File: config.mk
export PLATFORM = sky130hd
export DESIGN_NAME = fifo_queue_with_delete_flat
export DESIGN_NICKNAME = d
export VERILOG_FILES = /design/src/hw/rtl/fqd_pkg.sv /design/src/hw/rtl/fqd_if.sv /design/src/hw/rtl/fifo_queue_with_delete.sv /design/src/hw/rtl/fqd_cell.sv /design/src/flat_wrapper.sv
export SDC_FILE = /design/constraint.sdc
export NUM_CORES = 1
export LEC_CHECK = 0
export CORE_MARGIN = 5
export CORE_UTILIZATION = 50
export DETAILED_ROUTE_END_ITERATION = 7
export DONT_BUFFER_PORTS = 1
export PLACE_DENSITY_LB_ADDON = 0.25
export SLEW_MARGIN = 20
export SYNTH_ARGS = -nofsm -noshare
export SYNTH_HDL_FRONTEND = slang
export SYNTH_SLANG_ARGS = --single-unit
export TNS_END_PERCENT = 30
File: constraint.sdc
create_clock -name i_clk -period 4.4 [get_ports i_clk]
set_input_delay 0.44 -clock i_clk [delete_from_list [all_inputs] [get_ports i_clk]]
set_output_delay 0.44 -clock i_clk [all_outputs]
set_load 0.01 [all_outputs]
File: src/hw/rtl/fqd_pkg.sv
// ----------------------------------------------------------------------------
// fqd_pkg
// Types and constants of the queue with delete-by-value.
// ----------------------------------------------------------------------------
package fqd_pkg;

    localparam int CAPACITY_DEF   = 16;
    localparam int VALUE_BITS_DEF = 32;

    localparam int OPCODE_W = 2;
    localparam int ITEM_W   = 32;
    localparam int COUNT_W  = 5;

    typedef enum logic [OPCODE_W-1:0] {
        OP_ENQ = 2'd0,
        OP_DEQ = 2'd1,
        OP_DEL = 2'd2
    } t_opcode;

    localparam logic ST_OK     = 1'b0;
    localparam logic ST_REJECT = 1'b1;

    // Per-cell control from the queue controller
    typedef struct packed {
        logic occ;   // cell holds an entry
        logic load;  // cell is the tail slot of an accepted enqueue
        logic deq;   // accepted dequeue: every cell takes its neighbor
        logic del;   // delete of a nonzero key: cells at and after a hit take their neighbor
    } t_cell_ctl;

endpackage

File: src/hw/rtl/fqd_if.sv
// ----------------------------------------------------------------------------
// fqd_if
// Command and response channels of the queue, valid/ready handshake.
// ----------------------------------------------------------------------------
interface fqd_cmd_if;
    logic                          valid;
    logic                          ready;
    logic [fqd_pkg::OPCODE_W-1:0]  opcode;
    logic [fqd_pkg::ITEM_W-1:0]    item_value;

    modport source (output valid, output opcode, output item_value, input ready);
    modport sink   (input valid, input opcode, input item_value, output ready);
endinterface

interface fqd_rsp_if;
    logic                          valid;
    logic                          ready;
    logic                          status;
    logic [fqd_pkg::ITEM_W-1:0]    out_value;
    logic [fqd_pkg::COUNT_W-1:0]   entry_count;

    modport source (output valid, output status, output out_value, output entry_count,
                    input ready);
    modport sink   (input valid, input status, input out_value, input entry_count,
                    output ready);
endinterface

File: src/hw/rtl/fifo_queue_with_delete.sv
// ----------------------------------------------------------------------------
// fifo_queue_with_delete
// Bounded FIFO of nonzero handles with enqueue, dequeue and delete-first-match.
// ----------------------------------------------------------------------------
// Each command beat is one operation and yields exactly one response beat in the
// cycle after it is accepted; a new command is taken every cycle as long as the
// response register is empty or being drained. Entries sit in a row of
// CAPACITY cells with the head in cell 0. Dequeue shifts every cell up by one;
// delete shifts the cells from the first match on, so order is kept. The
// clock period is set by the match chain that ripples through all cells
// (one VALUE_BITS compare per cell, then an OR per cell). Zero handles, enqueue
// when full, dequeue when empty, delete without a match and the unused opcode
// are rejected with status 1, out_value 0 and the count unchanged.
// ----------------------------------------------------------------------------
module fifo_queue_with_delete #(
    parameter int CAPACITY   = fqd_pkg::CAPACITY_DEF,
    parameter int VALUE_BITS = fqd_pkg::VALUE_BITS_DEF
) (
    input  logic       i_clk,
    input  logic       i_rst_n,
    fqd_cmd_if.sink    i_cmd,
    fqd_rsp_if.source  o_rsp
);
    import fqd_pkg::*;

    localparam int CNT_NEED = $clog2(CAPACITY + 1);
    localparam int CNT_W    = (CNT_NEED > COUNT_W) ? CNT_NEED : COUNT_W;

    logic [CNT_W-1:0]      r_count;
    logic [CNT_W-1:0]      n_count;
    logic                  r_out_valid;
    logic                  n_out_valid;
    logic                  r_status;
    logic                  n_status;
    logic [ITEM_W-1:0]     r_out_value;
    logic [ITEM_W-1:0]     n_out_value;

    logic                  fire;
    logic [VALUE_BITS-1:0] key;
    logic [VALUE_BITS-1:0] head;
    logic [ITEM_W-1:0]     head_out;
    logic                  key_nz;
    logic                  any_hit;
    logic                  do_enq;
    logic                  do_deq;
    logic                  do_del;

    logic [VALUE_BITS-1:0] cell_value [CAPACITY];
    logic [CAPACITY:0]     hit;
    t_cell_ctl             cell_ctl  [CAPACITY];

    // no beat is taken while reset is held
    assign i_cmd.ready = i_rst_n && (!r_out_valid || o_rsp.ready);
    assign fire        = i_cmd.valid && i_cmd.ready;

    // value width adaptation between the 32-bit fields and the stored width
    generate
        if (VALUE_BITS > ITEM_W) begin : g_wide
            assign key      = {{(VALUE_BITS-ITEM_W){1'b0}}, i_cmd.item_value};
            assign head_out = head[ITEM_W-1:0];
        end else if (VALUE_BITS == ITEM_W) begin : g_same
            assign key      = i_cmd.item_value;
            assign head_out = head;
        end else begin : g_narrow
            assign key      = i_cmd.item_value[VALUE_BITS-1:0];
            assign head_out = {{(ITEM_W-VALUE_BITS){1'b0}}, head};
        end
    endgenerate

    assign head    = cell_value[0];
    assign key_nz  = (key != '0);
    assign hit[0]  = 1'b0;
    assign any_hit = hit[CAPACITY];

    always_comb begin
        do_enq = 1'b0;
        do_deq = 1'b0;
        do_del = 1'b0;
        case (t_opcode'(i_cmd.opcode))
            OP_ENQ:  do_enq = fire && key_nz && (r_count != CNT_W'(CAPACITY));
            OP_DEQ:  do_deq = fire && (r_count != '0);
            OP_DEL:  do_del = fire && key_nz;
            default: ;
        endcase
    end

    generate
        for (genvar gi = 0; gi < CAPACITY; gi++) begin : g_cell
            logic [VALUE_BITS-1:0] next_value;

            if (gi == CAPACITY - 1) begin : g_last
                assign next_value = '0;
            end else begin : g_mid
                assign next_value = cell_value[gi+1];
            end

            assign cell_ctl[gi].occ  = (CNT_W'(gi) < r_count);
            assign cell_ctl[gi].load = do_enq && (r_count == CNT_W'(gi));
            assign cell_ctl[gi].deq  = do_deq;
            assign cell_ctl[gi].del  = do_del;

            fqd_cell #(
                .VALUE_BITS (VALUE_BITS)
            ) u_cell (
                .i_clk        (i_clk),
                .i_ctl        (cell_ctl[gi]),
                .i_key        (key),
                .i_next_value (next_value),
                .i_hit_in     (hit[gi]),
                .o_value      (cell_value[gi]),
                .o_hit_out    (hit[gi+1])
            );
        end
    endgenerate

    always_comb begin
        n_count     = r_count;
        n_status    = ST_REJECT;
        n_out_value = '0;
        if (do_enq) begin
            n_count  = r_count + CNT_W'(1);
            n_status = ST_OK;
        end else if (do_deq) begin
            n_count     = r_count - CNT_W'(1);
            n_status    = ST_OK;
            n_out_value = head_out;
        end else if (do_del && any_hit) begin
            n_count  = r_count - CNT_W'(1);
            n_status = ST_OK;
        end
    end

    always_comb begin
        if (fire) begin
            n_out_valid = 1'b1;
        end else if (o_rsp.ready) begin
            n_out_valid = 1'b0;
        end else begin
            n_out_valid = r_out_valid;
        end
    end

    always_ff @(posedge i_clk) begin
        if (!i_rst_n) begin
            r_count     <= '0;
            r_out_valid <= 1'b0;
        end else begin
            r_count     <= n_count;
            r_out_valid <= n_out_valid;
        end
    end

    // response payload; count is the value after the operation
    always_ff @(posedge i_clk) begin
        if (fire) begin
            r_status    <= n_status;
            r_out_value <= n_out_value;
        end
    end

    logic [COUNT_W-1:0] r_count_out;

    always_ff @(posedge i_clk) begin
        if (fire) begin
            r_count_out <= n_count[COUNT_W-1:0];
        end
    end

    assign o_rsp.valid       = r_out_valid;
    assign o_rsp.status      = r_status;
    assign o_rsp.out_value   = r_out_value;
    assign o_rsp.entry_count = r_count_out;

endmodule

File: src/hw/rtl/fqd_cell.sv
// ----------------------------------------------------------------------------
// fqd_cell
// One queue slot: holds a value, compares it against the key and either keeps
// it, takes the neighbor's value (compaction) or loads the key (enqueue).
// ----------------------------------------------------------------------------
module fqd_cell #(
    parameter int VALUE_BITS = fqd_pkg::VALUE_BITS_DEF
) (
    input  logic                  i_clk,
    input  fqd_pkg::t_cell_ctl    i_ctl,
    input  logic [VALUE_BITS-1:0] i_key,
    input  logic [VALUE_BITS-1:0] i_next_value,
    input  logic                  i_hit_in,
    output logic [VALUE_BITS-1:0] o_value,
    output logic                  o_hit_out
);
    logic [VALUE_BITS-1:0] r_value;
    logic [VALUE_BITS-1:0] n_value;

    // hit propagates toward the tail: set once the first match is seen
    assign o_hit_out = i_hit_in | (i_ctl.occ && (r_value == i_key));
    assign o_value   = r_value;

    always_comb begin
        n_value = r_value;
        if (i_ctl.load) begin
            n_value = i_key;
        end else if (i_ctl.deq || (i_ctl.del && o_hit_out)) begin
            n_value = i_next_value;
        end
    end

    always_ff @(posedge i_clk) begin
        r_value <= n_value;
    end

endmodule

File: src/flat_wrapper.sv
// flat-port wrapper written by rule: the top's interface ports become plain ports
module fifo_queue_with_delete_flat import fqd_pkg::*;
#(
    parameter int CAPACITY   = fqd_pkg::CAPACITY_DEF,
    parameter int VALUE_BITS = fqd_pkg::VALUE_BITS_DEF
)
  (i_clk, i_rst_n, i_cmd_valid, i_cmd_opcode, i_cmd_item_value, i_cmd_ready, o_rsp_valid, o_rsp_status, o_rsp_out_value, o_rsp_entry_count, o_rsp_ready);
  fqd_cmd_if i_cmd_i ();
  fqd_rsp_if o_rsp_i ();
  input  logic i_clk;
  input  logic i_rst_n;
  input wire logic [$bits(i_cmd_i.valid)-1:0] i_cmd_valid;
  input wire logic [$bits(i_cmd_i.opcode)-1:0] i_cmd_opcode;
  input wire logic [$bits(i_cmd_i.item_value)-1:0] i_cmd_item_value;
  output wire logic [$bits(i_cmd_i.ready)-1:0] i_cmd_ready;
  output wire logic [$bits(o_rsp_i.valid)-1:0] o_rsp_valid;
  output wire logic [$bits(o_rsp_i.status)-1:0] o_rsp_status;
  output wire logic [$bits(o_rsp_i.out_value)-1:0] o_rsp_out_value;
  output wire logic [$bits(o_rsp_i.entry_count)-1:0] o_rsp_entry_count;
  input wire logic [$bits(o_rsp_i.ready)-1:0] o_rsp_ready;
  assign i_cmd_i.valid = i_cmd_valid;
  assign i_cmd_i.opcode = i_cmd_opcode;
  assign i_cmd_i.item_value = i_cmd_item_value;
  assign i_cmd_ready = i_cmd_i.ready;
  assign o_rsp_valid = o_rsp_i.valid;
  assign o_rsp_status = o_rsp_i.status;
  assign o_rsp_out_value = o_rsp_i.out_value;
  assign o_rsp_entry_count = o_rsp_i.entry_count;
  assign o_rsp_i.ready = o_rsp_ready;
  fifo_queue_with_delete #(.CAPACITY(CAPACITY), .VALUE_BITS(VALUE_BITS)) u_core (.i_clk(i_clk), .i_rst_n(i_rst_n), .i_cmd(i_cmd_i), .o_rsp(o_rsp_i));
endmodule
==> summary.md <==
| Metric | Value |
|---|---|
| Initial antenna violation count | 0 |
| Nets@finish | 2097 |
| Via-per-instance ratio | 5.99 |
| VDD IR max | 0.355 mV |
| CP required | 4.72 ns |
| Finish-stage setup viols | 0 |
| Setup TNS Final | 0 ns |
| Bufs on Longest Clock Path | 3 |
| Fmax | 266 MHz |
| Slew headroom | 27.1% |
| PortBufs | 0 |
| Inserted Clock Buffers | 59 |
| FP Rows | 90 |
| Clock skew | 0.0320 ns |
| Chip Width | 257 um |
| Ys Warns | 0 |
| LEAKAGE | 10.3 nW |
| Final hold vios | 0 |
| Layout Cells excl Fill | 2883 |
| Reg-to-reg endpoint | u_core.g_cell[11].u_cell.o_value[11] |
| Final ANT Viol Nets | 0 |
| Vias in the first global route | 17500 |
| Mapped Nets | 2182 |
| Die Area | 66100 um2 |
| Mapped cell area | 30500 um2 |
| Root buffer cell | clkbuf_16 |
| Avg Inst Size Synth | 14.3 um2 |
| First-pass GRT wire length | 117000 um |
| H-tree depth | 2 |
| CP Launch Type | register |
| Critical Path Source | u_core.r_count[4] |
| Post-Synthesis Cells | 2139 |
| Detailed-route wire length per cell | 27.7 um |
| Post-Layout Inst Area | 32700 um2 |
| Critical path class | reg -> reg |
| Hold/Removal Path Class | in -> reg |
| DP HPWL | 50300 um |
| Post-synthesis sequential area ratio | 54.5% |
| FF-to-FF setup slack | 0.64 ns |
| Tot Pwr | 11.6 mW |
| Slew Limit Fails | 0 |
| Clk sink count | 556 |
| Die height | 257 um |
| Arrival time worst endpoint | 4.08 ns |
| Gr ovfl total | 0 |
| Reg2reg path depth | 9 |
| Post-Place Cells | 2766 |
| Post-route clock period utilization | 85.5% |
| Initial core utilization | 50.5% |
| Placeable Area | 60500 um2 |
| Worst-skew pair later-pin latency | 0.63 ns |
| Flops & latches, synth | 556 |
| RSZ-0062 raised after global routing | false |
| Filler cells | 4863 |
| Dpl cell area | 30500 um2 |
| Top Ports | 78 |
| Status | completed |
| Synth cell types | 71 |
| Via count | 17300 |
| Min Clock Period, post-route | 3.76 ns |
| GP Congestion | 0.836 |
| Syn-to-layout area delta | 7.13% |
| Cells on Worst Hold Path | 1 |
| CTS tree | done |
| Number of flops mapped to enable cells by yosys | 550 |
| Primary FF master, synth | edfxtp_1 |
| Number of diodes | 0 |
| Largest net degree at the start of global routing | 39 |
| DRT iter0 DRCs | 1532 |
| Crit path capture | u_core.g_cell[11].u_cell.o_value[11] |
| Layout cells sized above 1 | 27.1% |
| Drt pass-1 iters | 5 |
| Reg-to-Reg Start | u_core.r_count[4] |
| Kind of end point of the critical path | register |
| PD cells | 354 nW/um2 |
| Total track usage | 23.5% |
| Slew @ Worst Pin | 1.09 ns |
| Share of synthesized registers carrying an async set or reset | 0% |
| Final WL | 79800 um |
| Worst-path fanout max | 32 |
| Clock-pin transition on the worst setup and hold timing paths | 0.07 ns |
| Max cap viols | 0 |
| DRC | 0 |
## cells in the mapped netlist, types with 11 or more instances
cell / instances / area (um2)
mux2_2: 380 / 4280
nor4_2: 11 / 138
nor4_1: 89 / 557
xnor2_1: 156 / 1370
xor2_1: 358 / 3140
and2_1: 65 / 407
nand3_1: 21 / 105
buf_6: 37 / 417
clkbuf_1: 41 / 154
nand2_1: 17 / 63.8
buf_2: 44 / 220
nand4_1: 54 / 338
edfxtp_1: 550 / 16500
nor2_1: 25 / 93.8
mux2_1: 101 / 1140
nor3_1: 13 / 65.1
buf_4: 62 / 465
## power breakdown
part           internal (mW)  switching (mW)  leakage (nW)  total (mW)
Combinational          0.185           0.168          4.42       0.353
Sequential              5.79          0.0332          4.85        5.82
Clock                   3.30            2.12          1.03        5.42
## stage by stage
stage                     util (%)  hold WS, ns  setup WS [ns]
final                         54.1       0.0347          0.636
after global routing          54.1       0.0155          0.413
after CTS                     54.1      0.00301          0.698
after detailed placement      50.5        0.567          0.741
after global placement        50.5        0.559          0.708
after floorplan                  -        0.546         -0.119
## worst max-delay path, stage by stage (launching register included)
cell and delay [ns]:
dfxtp_1 0.48, nor2_1 0.33, nand2_1 0.30, nor3_1 0.36, or4_1 0.25, nor2_2 0.09, o41ai_4 0.75, nand3_1 0.23
or3_1 0.37, buf_4 0.27
## routing by layer
layer  wire length [um]  vias to the layer above  track usage [%]
li1                   -                     7678                -
met1              36000                     8851             34.1
met2              37400                      644             37.8
met3               4930                       91             3.27
met4               1510                        0             5.38
met5                  0                        -                0
## cell families after synthesis
group,count (synthesis),synth area share [%]
xor+xnor,514,14.7
mux,483,17.8
simple gates,341,7.03
fa+ha+maj,5,0.205
flops,556,54.5
buf+inv,192,4.30
compound gates,48,1.47
## how the worst min path moves through the flow
stage	slack, ns	startpoint	endpoint
2_1_floorplan	0.55	u_core.g_cell[0].u_cell.o_value[0]	u_core.o_rsp.out_value[0]
3_3_place_gp	0.56	u_core.g_cell[15].u_cell.o_value[17]	u_core.g_cell[14].u_cell.o_value[17]
3_5_place_dp	0.57	u_core.g_cell[0].u_cell.o_value[8]	u_core.o_rsp.out_value[8]
4_1_cts	0.003	i_cmd_item_value[4]	u_core.g_cell[12].u_cell.o_value[4]
5_1_grt	0.02	i_cmd_item_value[18]	u_core.g_cell[12].u_cell.o_value[18]
6_report	0.03	i_cmd_item_value[4]	u_core.g_cell[12].u_cell.o_value[4]
## registers in the layout (all words and copies together), names as in the netlist
register and count:
u_core.g_cell.u_cell.o_value 512, u_core.o_rsp.out_value 32, u_core.o_rsp.entry_count 5, u_core.r_count 5, u_core.o_rsp.status 1, u_core.o_rsp.valid 1
## what timing repair did
| action | 4_1_cts | 5_1_grt |
|---|---|---|
| resized for setup | 0 | 0 |
| endpoints found under the hold margin | 11 | 0 |
| hold buffers | 9 | 0 |
| buffers inserted | 0 | 0 |
## cell type report
type	instances	area, um2	share of cell area, %
clock buffer	68	1560	4.78
clock inverter	40	547	1.67
timing repair buffer	40	323	0.986
tap	782	978	2.99
sequential	556	16600	50.8
multi-input combinational	1391	12700	38.7
inverter	6	22.5	0.0688
## cells in the final DEF (no fill, tap or decap), drive strengths merged, types with 8 or more instances in the layout
cell type	count
edfxtp	550
mux2	481
xor2	358
xnor2	156
nor4	101
clkbuf	68
and2	65
nand4	56
nor2	38
buf	31
nand3	21
clkinv	20
nand2	19
nor3	15
bufinv	13
o21ai	10
a21oi	10
dlygate4sd3	9
inv	8
(Power assumes the default switching activity.)
